## src/design/assert_macros.svh

```systemverilog
// assertion macros used by the servo_sweep_range_lock_top design file
`ifndef ASSERT_MACROS_SVH
`define ASSERT_MACROS_SVH
`ifndef SYNTH
// clocked check, disabled while reset is asserted (active-low reset)
`define SSRL_ASSERT(lbl, clk, rst_n, prop) \
    lbl: assert property (@(posedge clk) disable iff (!rst_n) prop) \
    else $error("ssrl assertion failed");
// clocked check with no reset qualification
`define SSRL_ASSERT_ALWAYS(lbl, clk, prop) \
    lbl: assert property (@(posedge clk) prop) \
    else $error("ssrl assertion failed");
`else
`define SSRL_ASSERT(lbl, clk, rst_n, prop)
`define SSRL_ASSERT_ALWAYS(lbl, clk, prop)
`endif
`endif

```

## src/design/ssrl_pkg.sv

```systemverilog
// types and constants for the servo sweep range lock block
package ssrl_pkg;

    localparam int ANGLE_W  = 8;
    localparam int DIST_W   = 12;
    localparam int THR_W    = 8;
    localparam int MARGIN_W = 4;
    localparam int NIB_W    = 4;
    localparam int CFG_IDX_W  = 3;
    localparam int CFG_DATA_W = 8;

    // saturation ceiling for reported distances
    localparam int DIST_MAX = 4095;

    // reset values
    localparam logic [THR_W-1:0]    THR_RESET      = 8'd30;
    localparam logic [THR_W-1:0]    THR_ZERO_SUB   = 8'd30;
    localparam logic [MARGIN_W-1:0] MARGIN_RESET   = 4'd5;
    localparam logic [ANGLE_W-1:0]  MIN_RESET      = 8'd20;
    localparam logic [ANGLE_W-1:0]  MAX_RESET      = 8'd160;
    localparam logic [NIB_W-1:0]    STEP_RESET     = 4'd2;
    localparam logic [NIB_W-1:0]    INTERVAL_RESET = 4'd3;
    localparam logic [NIB_W-1:0]    MISS_RESET     = 4'd6;
    localparam logic [ANGLE_W-1:0]  ANGLE_RESET    = 8'd90;

    // configuration register indexes
    typedef enum logic [CFG_IDX_W-1:0] {
        CFG_NEAR_THRESHOLD = 3'd0,
        CFG_RELEASE_MARGIN = 3'd1,
        CFG_MIN_ANGLE      = 3'd2,
        CFG_MAX_ANGLE      = 3'd3,
        CFG_STEP_DEGREES   = 3'd4,
        CFG_MEAS_INTERVAL  = 3'd5,
        CFG_MISS_LIMIT     = 3'd6
    } t_cfg_index;

    // one report beat
    typedef struct packed {
        logic [ANGLE_W-1:0] servo_angle;
        logic               sampled;
        logic [DIST_W-1:0]  report_distance;
        logic               meas_valid;
        logic               report_locked;
        logic               lock_alert;
    } t_report;

endpackage

```

## src/design/ssrl_step_if.sv

```systemverilog
// handshake interface carrying one scan step beat
interface ssrl_step_if;
    logic                        valid;
    logic                        ready;
    logic                        range_valid;
    logic [ssrl_pkg::DIST_W-1:0] range_cm;

    modport source (output valid, output range_valid, output range_cm, input ready);
    modport sink   (input valid, input range_valid, input range_cm, output ready);
endinterface

```

## src/design/ssrl_report_if.sv

```systemverilog
// handshake interface carrying one report beat
interface ssrl_report_if;
    logic                         valid;
    logic                         ready;
    logic [ssrl_pkg::ANGLE_W-1:0] servo_angle;
    logic                         sampled;
    logic [ssrl_pkg::DIST_W-1:0]  report_distance;
    logic                         meas_valid;
    logic                         report_locked;
    logic                         lock_alert;

    modport source (output valid, output servo_angle, output sampled,
                    output report_distance, output meas_valid,
                    output report_locked, output lock_alert, input ready);
    modport sink   (input valid, input servo_angle, input sampled,
                    input report_distance, input meas_valid,
                    input report_locked, input lock_alert, output ready);
endinterface

```

## src/design/servo_sweep_range_lock_top.sv

```systemverilog
// servo sweep range lock: scan step in, one report beat out per step
//
// i_step carries one scan step per beat (range_valid, range_cm). o_report
// returns exactly one report per step: servo angle, sample flag, distance,
// valid flag, locked flag and a one-beat lock alert.
// The sweep/lock state is updated in the cycle a step beat is taken and
// the report is loaded into an output register, so a report appears on
// o_report in the cycle after its step beat.
// Throughput is one step per cycle; the only limit is the single output
// register, which frees as soon as its beat is taken.
// When the receiver stalls the report holds and i_step.ready drops only
// while the held report is not being taken.
// Configuration registers are written through i_cfg_we / i_cfg_index / i_cfg_data; the user
// must do so only while the block is idle, which the block does not enforce; an unknown index is ignored.
// Synchronous active-low reset restores the register defaults, centers the
// sweep at 90 degrees heading up, drops any lock and empties the output.
`include "assert_macros.svh"

module servo_sweep_range_lock_top (
    input  logic                                 i_clk,
    input  logic                                 i_rst_n,
    input  logic                                 i_cfg_we,
    input  logic [ssrl_pkg::CFG_IDX_W-1:0]       i_cfg_index,
    input  logic [ssrl_pkg::CFG_DATA_W-1:0]      i_cfg_data,
    ssrl_step_if.sink                            i_step,
    ssrl_report_if.source                        o_report
);

    // configuration registers
    logic [ssrl_pkg::THR_W-1:0]    r_near_thr;
    logic [ssrl_pkg::MARGIN_W-1:0] r_margin;
    logic [ssrl_pkg::ANGLE_W-1:0]  r_min_angle;
    logic [ssrl_pkg::ANGLE_W-1:0]  r_max_angle;
    logic [ssrl_pkg::NIB_W-1:0]    r_step_deg;
    logic [ssrl_pkg::NIB_W-1:0]    r_interval;
    logic [ssrl_pkg::NIB_W-1:0]    r_miss_limit;

    // scan state
    logic [ssrl_pkg::ANGLE_W-1:0]  r_sweep_angle, n_sweep_angle;
    logic                          r_sweep_up, n_sweep_up;
    logic                          r_lock_held, n_lock_held;
    logic [ssrl_pkg::ANGLE_W-1:0]  r_held_angle, n_held_angle;
    logic [ssrl_pkg::NIB_W-1:0]    r_step_cnt, n_step_cnt;
    logic [ssrl_pkg::NIB_W-1:0]    r_miss_cnt, n_miss_cnt;
    logic                          r_alert_sent, n_alert_sent;

    // output register
    ssrl_pkg::t_report             r_out, n_out;
    logic                          r_out_valid;

    logic                          step_acc;
    logic [ssrl_pkg::DIST_W-1:0]   dist_sat;
    logic [ssrl_pkg::THR_W-1:0]    thr;
    logic [ssrl_pkg::THR_W:0]      thr_release;
    logic [ssrl_pkg::ANGLE_W:0]    up_sum;
    logic [ssrl_pkg::ANGLE_W:0]    down_floor;
    logic [ssrl_pkg::ANGLE_W-1:0]  adv_angle;
    logic                          adv_up;
    logic [ssrl_pkg::NIB_W-1:0]    step_inc;
    logic [ssrl_pkg::NIB_W-1:0]    miss_inc;
    logic                          near_lock;
    logic                          near_keep;

    assign step_acc     = i_step.valid && i_step.ready;
    assign i_step.ready = !r_out_valid || o_report.ready;

    // configuration write port
    always_ff @(posedge i_clk) begin
        if (!i_rst_n) begin
            r_near_thr   <= ssrl_pkg::THR_RESET;
            r_margin     <= ssrl_pkg::MARGIN_RESET;
            r_min_angle  <= ssrl_pkg::MIN_RESET;
            r_max_angle  <= ssrl_pkg::MAX_RESET;
            r_step_deg   <= ssrl_pkg::STEP_RESET;
            r_interval   <= ssrl_pkg::INTERVAL_RESET;
            r_miss_limit <= ssrl_pkg::MISS_RESET;
        end else if (i_cfg_we) begin
            case (ssrl_pkg::t_cfg_index'(i_cfg_index))
                ssrl_pkg::CFG_NEAR_THRESHOLD: r_near_thr   <= i_cfg_data;
                ssrl_pkg::CFG_RELEASE_MARGIN: r_margin     <= i_cfg_data[ssrl_pkg::MARGIN_W-1:0];
                ssrl_pkg::CFG_MIN_ANGLE:      r_min_angle  <= i_cfg_data;
                ssrl_pkg::CFG_MAX_ANGLE:      r_max_angle  <= i_cfg_data;
                ssrl_pkg::CFG_STEP_DEGREES:   r_step_deg   <= i_cfg_data[ssrl_pkg::NIB_W-1:0];
                ssrl_pkg::CFG_MEAS_INTERVAL:  r_interval   <= i_cfg_data[ssrl_pkg::NIB_W-1:0];
                ssrl_pkg::CFG_MISS_LIMIT:     r_miss_limit <= i_cfg_data[ssrl_pkg::NIB_W-1:0];
                default: ;
            endcase
        end
    end

    // distance saturation and thresholds
    always_comb begin
        if (32'(i_step.range_cm) > 32'(ssrl_pkg::DIST_MAX)) begin
            dist_sat = ssrl_pkg::DIST_W'(ssrl_pkg::DIST_MAX);
        end else begin
            dist_sat = i_step.range_cm;
        end
        thr         = (r_near_thr == '0) ? ssrl_pkg::THR_ZERO_SUB : r_near_thr;
        thr_release = {1'b0, thr} + {{(ssrl_pkg::THR_W + 1 - ssrl_pkg::MARGIN_W){1'b0}}, r_margin};
        near_lock   = i_step.range_valid &&
                      (dist_sat <= ssrl_pkg::DIST_W'(thr));
        near_keep   = i_step.range_valid &&
                      (dist_sat <= ssrl_pkg::DIST_W'(thr_release));
    end

    // next sweep position, clamped at either end
    always_comb begin
        up_sum     = {1'b0, r_sweep_angle} + {5'd0, r_step_deg};
        down_floor = {1'b0, r_min_angle} + {5'd0, r_step_deg};
        adv_angle  = r_sweep_angle;
        adv_up     = r_sweep_up;
        if (r_sweep_up) begin
            if (up_sum >= {1'b0, r_max_angle}) begin
                adv_angle = r_max_angle;
                adv_up    = 1'b0;
            end else begin
                adv_angle = up_sum[ssrl_pkg::ANGLE_W-1:0];
            end
        end else begin
            if ({1'b0, r_sweep_angle} <= down_floor) begin
                adv_angle = r_min_angle;
                adv_up    = 1'b1;
            end else begin
                adv_angle = r_sweep_angle - {4'd0, r_step_deg};
            end
        end
    end

    // step update and report
    always_comb begin
        n_sweep_angle = r_sweep_angle;
        n_sweep_up    = r_sweep_up;
        n_lock_held   = r_lock_held;
        n_held_angle  = r_held_angle;
        n_step_cnt    = r_step_cnt;
        n_miss_cnt    = r_miss_cnt;
        n_alert_sent  = r_alert_sent;
        step_inc      = r_step_cnt + 4'd1;
        miss_inc      = r_miss_cnt + 4'd1;
        n_out         = '0;

        if (r_lock_held) begin
            n_out.servo_angle   = r_held_angle;
            n_out.sampled       = 1'b1;
            n_out.report_locked = 1'b1;
            if (near_keep) begin
                n_miss_cnt = '0;
            end else if (miss_inc >= r_miss_limit) begin
                // too many misses: drop the lock and sweep on from here
                n_lock_held   = 1'b0;
                n_alert_sent  = 1'b0;
                n_miss_cnt    = '0;
                n_sweep_angle = r_held_angle;
            end else begin
                n_miss_cnt = miss_inc;
            end
        end else begin
            n_out.servo_angle = r_sweep_angle;
            if (step_inc >= r_interval) begin
                n_step_cnt    = '0;
                n_out.sampled = 1'b1;
                if (near_lock) begin
                    n_lock_held         = 1'b1;
                    n_held_angle        = r_sweep_angle;
                    n_miss_cnt          = '0;
                    n_out.report_locked = 1'b1;
                    if (!r_alert_sent) begin
                        n_out.lock_alert = 1'b1;
                        n_alert_sent     = 1'b1;
                    end
                end
            end else begin
                n_step_cnt = step_inc;
            end
            if (!n_out.report_locked) begin
                n_sweep_angle = adv_angle;
                n_sweep_up    = adv_up;
            end
        end

        if (n_out.sampled) begin
            n_out.report_distance = dist_sat;
            n_out.meas_valid      = i_step.range_valid;
        end
    end

    // state registers
    always_ff @(posedge i_clk) begin
        if (!i_rst_n) begin
            r_sweep_angle <= ssrl_pkg::ANGLE_RESET;
            r_sweep_up    <= 1'b1;
            r_lock_held   <= 1'b0;
            r_held_angle  <= ssrl_pkg::ANGLE_RESET;
            r_step_cnt    <= '0;
            r_miss_cnt    <= '0;
            r_alert_sent  <= 1'b0;
        end else if (step_acc) begin
            r_sweep_angle <= n_sweep_angle;
            r_sweep_up    <= n_sweep_up;
            r_lock_held   <= n_lock_held;
            r_held_angle  <= n_held_angle;
            r_step_cnt    <= n_step_cnt;
            r_miss_cnt    <= n_miss_cnt;
            r_alert_sent  <= n_alert_sent;
        end
    end

    // report output register
    always_ff @(posedge i_clk) begin
        if (!i_rst_n) begin
            r_out_valid <= 1'b0;
        end else if (step_acc) begin
            r_out_valid <= 1'b1;
        end else if (o_report.ready) begin
            r_out_valid <= 1'b0;
        end
    end

    always_ff @(posedge i_clk) begin
        if (step_acc) begin
            r_out <= n_out;
        end
    end

    assign o_report.valid           = r_out_valid;
    assign o_report.servo_angle     = r_out.servo_angle;
    assign o_report.sampled         = r_out.sampled;
    assign o_report.report_distance = r_out.report_distance;
    assign o_report.meas_valid      = r_out.meas_valid;
    assign o_report.report_locked   = r_out.report_locked;
    assign o_report.lock_alert      = r_out.lock_alert;

    // checks
    `SSRL_ASSERT(a_alert_only_locked, i_clk, i_rst_n, (r_alert_sent |-> r_lock_held))
    `SSRL_ASSERT(a_locked_step_holds, i_clk, i_rst_n,
        ((step_acc && r_lock_held) |=> (r_out.sampled && r_out.report_locked &&
        (r_out.servo_angle == $past(r_held_angle)))))
    `SSRL_ASSERT(a_alert_implies_lock, i_clk, i_rst_n,
        ((r_out_valid && r_out.lock_alert) |-> (r_out.report_locked && r_lock_held)))

endmodule
```

## src/flat_wrapper.sv

```systemverilog
// flat-port wrapper written by rule: the top's interface ports become plain ports
module servo_sweep_range_lock_top_flat 
  (i_clk, i_rst_n, i_cfg_we, i_cfg_index, i_cfg_data, i_step_valid, i_step_range_valid, i_step_range_cm, i_step_ready, o_report_valid, o_report_servo_angle, o_report_sampled, o_report_report_distance, o_report_meas_valid, o_report_report_locked, o_report_lock_alert, o_report_ready);
  ssrl_step_if i_step_i ();
  ssrl_report_if o_report_i ();
  input  logic i_clk;
  input  logic i_rst_n;
  input  logic i_cfg_we;
  input  logic [ssrl_pkg::CFG_IDX_W-1:0] i_cfg_index;
  input  logic [ssrl_pkg::CFG_DATA_W-1:0] i_cfg_data;
  input wire logic [$bits(i_step_i.valid)-1:0] i_step_valid;
  input wire logic [$bits(i_step_i.range_valid)-1:0] i_step_range_valid;
  input wire logic [$bits(i_step_i.range_cm)-1:0] i_step_range_cm;
  output wire logic [$bits(i_step_i.ready)-1:0] i_step_ready;
  output wire logic [$bits(o_report_i.valid)-1:0] o_report_valid;
  output wire logic [$bits(o_report_i.servo_angle)-1:0] o_report_servo_angle;
  output wire logic [$bits(o_report_i.sampled)-1:0] o_report_sampled;
  output wire logic [$bits(o_report_i.report_distance)-1:0] o_report_report_distance;
  output wire logic [$bits(o_report_i.meas_valid)-1:0] o_report_meas_valid;
  output wire logic [$bits(o_report_i.report_locked)-1:0] o_report_report_locked;
  output wire logic [$bits(o_report_i.lock_alert)-1:0] o_report_lock_alert;
  input wire logic [$bits(o_report_i.ready)-1:0] o_report_ready;
  assign i_step_i.valid = i_step_valid;
  assign i_step_i.range_valid = i_step_range_valid;
  assign i_step_i.range_cm = i_step_range_cm;
  assign i_step_ready = i_step_i.ready;
  assign o_report_valid = o_report_i.valid;
  assign o_report_servo_angle = o_report_i.servo_angle;
  assign o_report_sampled = o_report_i.sampled;
  assign o_report_report_distance = o_report_i.report_distance;
  assign o_report_meas_valid = o_report_i.meas_valid;
  assign o_report_report_locked = o_report_i.report_locked;
  assign o_report_lock_alert = o_report_i.lock_alert;
  assign o_report_i.ready = o_report_ready;
  servo_sweep_range_lock_top u_core (.i_clk(i_clk), .i_rst_n(i_rst_n), .i_cfg_we(i_cfg_we), .i_cfg_index(i_cfg_index), .i_cfg_data(i_cfg_data), .i_step(i_step_i), .o_report(o_report_i));
endmodule
```

## config.mk

```make
export PLATFORM = sky130hd
export DESIGN_NAME = servo_sweep_range_lock_top_flat
export DESIGN_NICKNAME = d
export VERILOG_FILES = /design/src/design/ssrl_pkg.sv /design/src/design/ssrl_step_if.sv /design/src/design/ssrl_report_if.sv /design/src/design/servo_sweep_range_lock_top.sv /design/src/flat_wrapper.sv
export VERILOG_INCLUDE_DIRS = /design/src /design/src/design
export SDC_FILE = /design/constraint.sdc
export NUM_CORES = 1
export LEC_CHECK = 0
export BUFFER_PORTS_ARGS = -buffer_cell sky130_fd_sc_hd__buf_2
export CAP_MARGIN = 20
export CORE_MARGIN = 2
export CORE_UTILIZATION = 40
export CTS_BUF_LIST = sky130_fd_sc_hd__clkbuf_4 sky130_fd_sc_hd__clkbuf_8 sky130_fd_sc_hd__clkbuf_16
export DETAILED_ROUTE_END_ITERATION = 7
export GPL_TIMING_DRIVEN = 0
export PLACE_DENSITY = 0.59
export SYNTH_ARGS = -nofsm -noshare
export SYNTH_HDL_FRONTEND = slang
export SYNTH_SLANG_ARGS = --single-unit
export TNS_END_PERCENT = 100
```

## constraint.sdc

```tcl
create_clock -name i_clk -period 3.6 [get_ports i_clk]
set_input_delay 0.54 -clock i_clk [delete_from_list [all_inputs] [get_ports i_clk]]
set_output_delay 0.54 -clock i_clk [all_outputs]
set_load 0.02 [all_outputs]
```

Word level (Yosys, flattened, before mapping)
Index checks and enable logic that the tools add are counted.
W data, S select, Z words.
{"block": "word_totals", "elab_cells": 102, "inputBits": 29, "output_inout_bits": 26, "ff_bits": 92}
{"block": "op_classes", "n_bitwise": 2, "n_lt_le_gt_ge": 6, "n_addsub": 6, "n_mux": 35, "eq_ne": 9, "reduce_logical": 23}
{"cell": "$mux W8", "n": 8}
{"cell": "$add A8 B4 Y9", "n": 3}
{"cell": "$mux W4", "n": 6}
{"cell": "$mux W1", "n": 17}
{"cell": "$reduce_and A2 Y1", "n": 8}
{"cell": "$le A12 B8 Y1", "n": 1}
{"cell": "$le A12 B9 Y1", "n": 1}
{"cell": "$eq A3 B3 Y1 const B", "n": 3}
{"cell": "$ge A9 B8 Y1", "n": 1}
{"cell": "$le A8 B9 Y1", "n": 1}
{"cell": "$mux W9", "n": 1}
{"cell": "$add A4 B1 Y4 const B", "n": 2}
{"cell": "$ge A4 B4 Y1", "n": 2}
{"cell": "$logic_not A8 Y1", "n": 1}
{"cell": "$reduce_and A4 Y1", "n": 2}
{"cell": "$sub A8 B4 Y8", "n": 1}
{"cell": "$eq A3 B2 Y1 const B", "n": 2}
{"cell": "$mux W2", "n": 3}
{"cell": "$reduce_and A3 Y1", "n": 2}
{"cell": "$reduce_bool A2 Y1", "n": 3}
{"cell": "$reduce_and A5 Y1", "n": 1}
{"cell": "$ne A2 B2 Y1 const B", "n": 2}
{"cell": "$eq A3 B1 Y1 const B", "n": 1}
{"cell": "$logic_and A1 B1 Y1", "n": 3}
{"cell": "5 further kinds", "n": 6}

Logic depth before layout (Yosys ltp)
{"block": "depth", "depth_word": 9, "ltp_mapped": 19, "mapped_depth_nobuf": 18}

Worst setup path after synthesis
OpenSTA, ideal clock, no wires.
{"block": "synth_path", "path_kind": "register to register", "start": "register u_core.r_near_thr[5] (netlist bit)", "end": "register u_core.r_sweep_angle[6] (netlist bit)", "t_arrival_ps": 3542, "path_stages_with_launch": 19, "slack_ps": -58, "setup_time_ps": 116, "synth_period_minus_slack_ps": 3658, "path_cell_list": "dfxtp_1 or4_1 nor2_1 or2_2 ha_1 a21o_1 a21oi_1 nor2b_1 nor2_1 nor2_1 nand3_1 xnor2_1 ha_1 a211oi_1 o2111ai_1 o311a_1 o221a_4 buf_6 a31o_1"}
{"block": "synth_via", "elab_chain_cells": 9}
{"element": "from (decl)", "line_no": "servo_sweep_range_lock_top.sv:30", "text": "logic [ssrl_pkg::THR_W-1:0] r_near_thr;"}
{"element": "from (signal assigned)", "line_no": "servo_sweep_range_lock_top.sv:70", "text": "r_near_thr <= ssrl_pkg::THR_RESET;"}
{"element": "from (signal assigned)", "line_no": "servo_sweep_range_lock_top.sv:79", "text": "ssrl_pkg::CFG_NEAR_THRESHOLD: r_near_thr <= i_cfg_data;"}
{"element": "$logic_not A8 Y1", "line_no": "servo_sweep_range_lock_top.sv:98", "text": "thr = (r_near_thr == '0) ? ssrl_pkg::THR_ZERO_SUB : r_near_thr;"}
{"element": "$mux W8 (*)", "line_no": "servo_sweep_range_lock_top.sv:98"}
{"element": "parallel branches: the longest is 6 deep, another holds $le A12 B9 Y1"}
{"element": "$reduce_and A4 Y1 (no source line) (*)"}
{"element": "to (signal assigned)", "line_no": "servo_sweep_range_lock_top.sv:190", "text": "r_sweep_angle <= ssrl_pkg::ANGLE_RESET;"}
{"element": "to (signal assigned)", "line_no": "servo_sweep_range_lock_top.sv:198", "text": "r_sweep_angle <= n_sweep_angle;"}
{"element": "to (decl)", "line_no": "servo_sweep_range_lock_top.sv:39", "text": "logic [ssrl_pkg::ANGLE_W-1:0] r_sweep_angle, n_sweep_angle;"}
Mark *: on every way between the ends. The select of a mux whose other input is x is not followed.
A chain may end at the register's enable or synchronous reset.

Worst setup path after layout
{"block": "layout_path", "start": "register u_core.r_near_thr[2] (netlist bit)", "end": "register u_core.r_sweep_angle[5] (netlist bit)"}
The elaborated chain is that of the path after synthesis.

==> results.md <==
Status:
- The flow ran to the end, but the final reports show violations.
- The checks that failed: setup timing.

Yosys:
- The cell taking the most area after synthesis is dfxtp_1.
- The most used flip-flop cell after synthesis is dfxtp_1.
- Of the total synthesized cell area, the portion taken by XOR and XNOR cells is 0.0418.
- Synthesis instantiated 69 different standard cells from the library.
- Of all flip-flops after synthesis, the portion carrying an async set or reset was 0.
- The commonest cells after synthesis are nand2_1 (88), dfxtp_1 (68), ha_1 (59).
- In this run the cell area of the synthesized design comes to 0.00566 mm2.
- The portion of netlist area occupied by mux cells is 0.0473.
- The simple-gate portion of the synthesized area is 0.188.
- By area the synthesized netlist is led by dfxtp_1 (24%), ha_1 (13%), edfxtp_1 (13%), nand2_1 (5.8%), a21oi_1 (4.2%).
- Of the total synthesized cell area, the portion taken by full adders, half adders and majority gates is 0.145.
- The combinational family with the most area after synthesis is simple AND/OR/NAND/NOR gates.
- Counting flops with a built-in enable in the synthesized netlist gives 24.
- After synthesis, the mean cell area works out to 8.82 um2.
- The fraction of post-synthesis cell area in the top cell type by area is 0.241.
- The number of instances in the synthesized netlist is 641.
- Synthesis produced a netlist with a net count of 733.
- The compound-gate portion of the synthesized area is 0.160.
- The most instantiated library cell after synthesis is nand2_1.
- The part of the Yosys area used for sequential elements is 0.368.
- Yosys printed 0 warnings.
- After synthesis the netlist holds a flip-flop and latch count of 92.

Pwr:
- The worst-case IR drop observed on VDD is roughly 0.22 mV.
- Of the total power, the share spent switching nets is 0.328.
- Summed over all cells, the static leakage comes to 2.75 nW.
- Internal power comes to between 1.5 and 2 mW.
- The share of total power in the clock network is 0.329.
- The portion of total power attributed to sequential cells is 0.410.
- The share of power burned in combinational logic is 0.260.
- The power density of the placed cells is 421 mW/mm2.
- In this run the power spent charging and discharging nets is 940 uW.

Floorplanning:
- The horizontal die dimension is approximately 120 um.
- The initial utilization of the core area, before any placement, comes to 0.409.
- For this design the top-level I/O count stands at 55.
- The die covers 0.0151 mm2.
- The die is 123 um tall.
- The area of the placeable core is roughly 0.014 mm2.
- The number of placement rows is 43.

Timing:
- The final number of setup-violating endpoints is 9.
- The setup skew after layout is 0.00903 ns.
- The final-report hold violation count is 0.
- The final period demand of the worst path is 3.76 ns.
- In this run the tightest slew margin relative to its limit is 0.432.
- In the finished design, the share of the clock period the worst path needs comes to 1.04.
- The maximum operating frequency is about 270 MHz.
- The max-slew violation count is 0.
- On the final layout, the worst hold slack is 0.442 ns.
- The final critical-path setup slack is -0.157 ns.
- At the pin with the least slew margin, the transition time is 0.851 ns.
- Setup repair after global routing could not meet its margin everywhere.

CTS:
- The later pin in the worst-skew pair is clocked with a latency of 0.35 ns.
- The CTS tree is built.
- The H-tree generated during clock tree synthesis spans 3 levels.
- The longest clock path from root to sink contains 2 buffers.
- The hold buffer count at CTS is 0.
- The clock net in this run drives a total of between 90 and 100 sinks.
- The number of buffers added by the clock tree synthesis step is 9.
- The clock tree root driver cell is clkbuf_16.
- The clock input transition at the sequential cells of the worst setup and hold paths is around 0.07 ns.

Worst setup path:
- In this run the critical register-to-register path is captured at u_core.r_sweep_angle[5]$_SDFFE_PN0P_.
- The endpoint arrival time on the critical path is 4.01 ns.
- The kind of start point of the critical path is a register.
- The data required time of the critical path is between 3 and 4 ns.
- The worst register-to-register path begins at u_core.r_near_thr[2]$_SDFFE_PN1P_.
- The length in cells of the worst reg-to-reg path is 17.
- The kind of end point of the critical path is a register.
- In this run the worst path has a maximum fanout of 5.
- The setup slack of the most critical reg-to-reg path is -0.16 ns.
- The category of the most critical setup path is register to register.

GRT:
- The initial antenna violation count is 0.
- The first global-routing pass estimated 24700 um of wire.
- The via count of the first global-routing pass was 4708.
- Entering global routing, the biggest net connects 32 pins.
- The overall track demand over capacity in global routing is 0.212.
- The total overflow left after global routing is 0.

Hold path:
- The terminating pin of the worst hold path is u_core.o_report.valid$_SDFFE_PN0P_.
- The class of the tightest hold or removal check is primary input to register.
- The hold path startpoint is i_step_valid.
- The hold path depth is 3.

Route:
- In the routed design, unresolved DRC markers number 0.
- After the first detailed-routing iteration, the DRC count stood at around 400.
- For this run, the detailed router's first-pass iteration total came to 5.
- In the final routed layout, each cell accounts on average for 16.9 um.
- After detailed routing, the number of vias per cell comes to 5.46.
- The final layout contains routed wiring with a total length of between 15000 and 20000 um.
- The antenna violation net count after detailed routing is 0.
- The via count of the routed design is between 4000 and 5000.

Place:
- Before CTS, the worst setup slack after placement is -0.476 ns.
- The final weighted congestion in routability-driven placement is between 0.9 and 1.
- The HPWL after detailed placement is about 11000 um.
- The port buffer count is 52.
- The number of placed instances, taps included, is a little under 900.

Cells and area:
- For this run, the number of standard cells in the final layout without fillers is 903.
- Fill cells in the final layout number about 1300.
- The number of antenna diodes in the final layout is 0.
- The utilization of the core after routing is 0.491.
- In the final design database the tool counted 810 nets.
- The growth of design area from synthesis to finish is 20.2%.
- Of the cells placed in the final design, the portion with a size suffix greater than 1 is 0.198.

Job:
- The number of max-cap violations is 0.
## cells in the final DEF (no fill, tap or decap), types with 6 or more instances in the layout
cell type  instances
xor2_1             8
dfxtp_2            7
buf_2             52
buf_4             13
nor3_1             9
nor2_1            36
nand3_1           23
nand2b_1           9
clkbuf_1          20
a21oi_1           45
nand2_1           88
o21ai_0           27
nand4_1            7
inv_1             46
dfxtp_1           58
ha_1              55
o211ai_1          11
mux2i_1           20
edfxtp_1          24
clkbuf_16          9
nor2b_1           22
xnor2_1           18
mux2_2             6
## cell families (layout without fill, tap and decap cells)
logic type | after synthesis | in the layout
AOI/OAI and AO/OA | 137 | 138
buffers and inverters | 73 | 154
and+or+nand+nor | 223 | 223
adders and majority gates | 63 | 63
DFF | 92 | 92
xor gates and xnor gates | 27 | 27
muxes | 26 | 26
## metal layers
layer / global-route usage / share of wire
met5: 0 / 0
met4: 0.0539 / 0.013
met3: 0.0314 / 0.041
met2: 0.367 / 0.49
met1: 0.276 / 0.46
## stage by stage
stage / total power [mW] / area [um2] / setup TNS (ns)
floorplan: 1.66 / 5660 / 0
global placement: 1.85 / 6150 / -4.04
detailed placement: 1.87 / 6150 / -5.12
CTS: 2.84 / 6680 / -1.54
global route: 3.00 / 6800 / -3.15
finish: 2.86 / 6800 / -0.875
## cell type report
type                            count  area (um2)  share of cell area
Sequential cell                    92        2100               0.309
Inverter                           47         176              0.0260
Multi-Input combinational cell    477        3470               0.510
Timing Repair Buffer               67         420              0.0619
Tap cell                          180         225              0.0331
Clock buffer                        9         225              0.0331
Clock inverter                      7        68.8              0.0101
Buffer                             24         109              0.0160
## critical path: stages, from the launching register on
cell	delay (ns)
dfxtp_2	0.32
or4_4	0.54
nor2_4	0.12
or2_4	0.14
ha_4	0.19
a21o_1	0.16
a21oi_2	0.13
nor2b_1	0.06
nor2_1	0.11
nor2_2	0.07
xnor2_1	0.15
ha_1	0.30
nand4_1	0.17
o2111ai_2	0.25
o311a_4	0.26
o221a_4	0.28
o211ai_1	0.15
o22ai_1	0.26
## worst max path at each step
| stage | from | endpoint | slack, ns | cells after the start |
|---|---|---|---|---|
| after global placement | u_core.r_step_deg[2]$_SDFFE_PN0P_ | u_core.r_sweep_angle[0]$_SDFFE_PN0P_ | -0.45 | 15 |
| after detailed placement | u_core.r_step_deg[2]$_SDFFE_PN0P_ | u_core.r_sweep_angle[0]$_SDFFE_PN0P_ | -0.48 | 15 |
| after global routing | u_core.r_near_thr[2]$_SDFFE_PN1P_ | u_core.r_sweep_angle[5]$_SDFFE_PN0P_ | -0.32 | 17 |
| final | u_core.r_near_thr[2]$_SDFFE_PN1P_ | u_core.r_sweep_angle[5]$_SDFFE_PN0P_ | -0.16 | 17 |
| after floorplan | u_core.r_near_thr[5]$_SDFFE_PN0P_ | u_core.r_sweep_angle[6]$_SDFFE_PN1P_ | 0.001 | 18 |
| after CTS | u_core.r_near_thr[2]$_SDFFE_PN1P_ | u_core.r_sweep_angle[0]$_SDFFE_PN0P_ | -0.18 | 19 |
## power groups by stage
stage / clock network [mW] / logic, mW / registers, mW
floorplan: 0 / 0.441 / 1.22
global placement: 0 / 0.654 / 1.20
detailed placement: 0 / 0.668 / 1.20
CTS: 0.952 / 0.718 / 1.17
global route: 0.996 / 0.823 / 1.18
finish: 0.943 / 0.745 / 1.17
## sequential cells by signal, summed over array words and instances (netlist names), 4 cells and up
register                         flops
u_core.o_report.servo_angle          8
u_core.r_margin                      4
u_core.r_step_cnt                    4
u_core.o_report.report_distance     12
u_core.r_sweep_angle                 8
u_core.r_miss_limit                  4
u_core.r_interval                    4
u_core.r_miss_cnt                    4
u_core.r_min_angle                   8
u_core.r_near_thr                    8
u_core.r_step_deg                    4
u_core.r_max_angle                   8
u_core.r_held_angle                  8
## repair_timing
item | in CTS | in global routing
gates resized for setup | 36 | 15
buffers inserted | 11 | 2
cloned | 2 | 0
pin swaps | 17 | 14
endpoints found under the setup margin | 14 | 15
hold endpoints to repair | 0 | 0
Note: power is estimated with default switching activity, not from simulation.
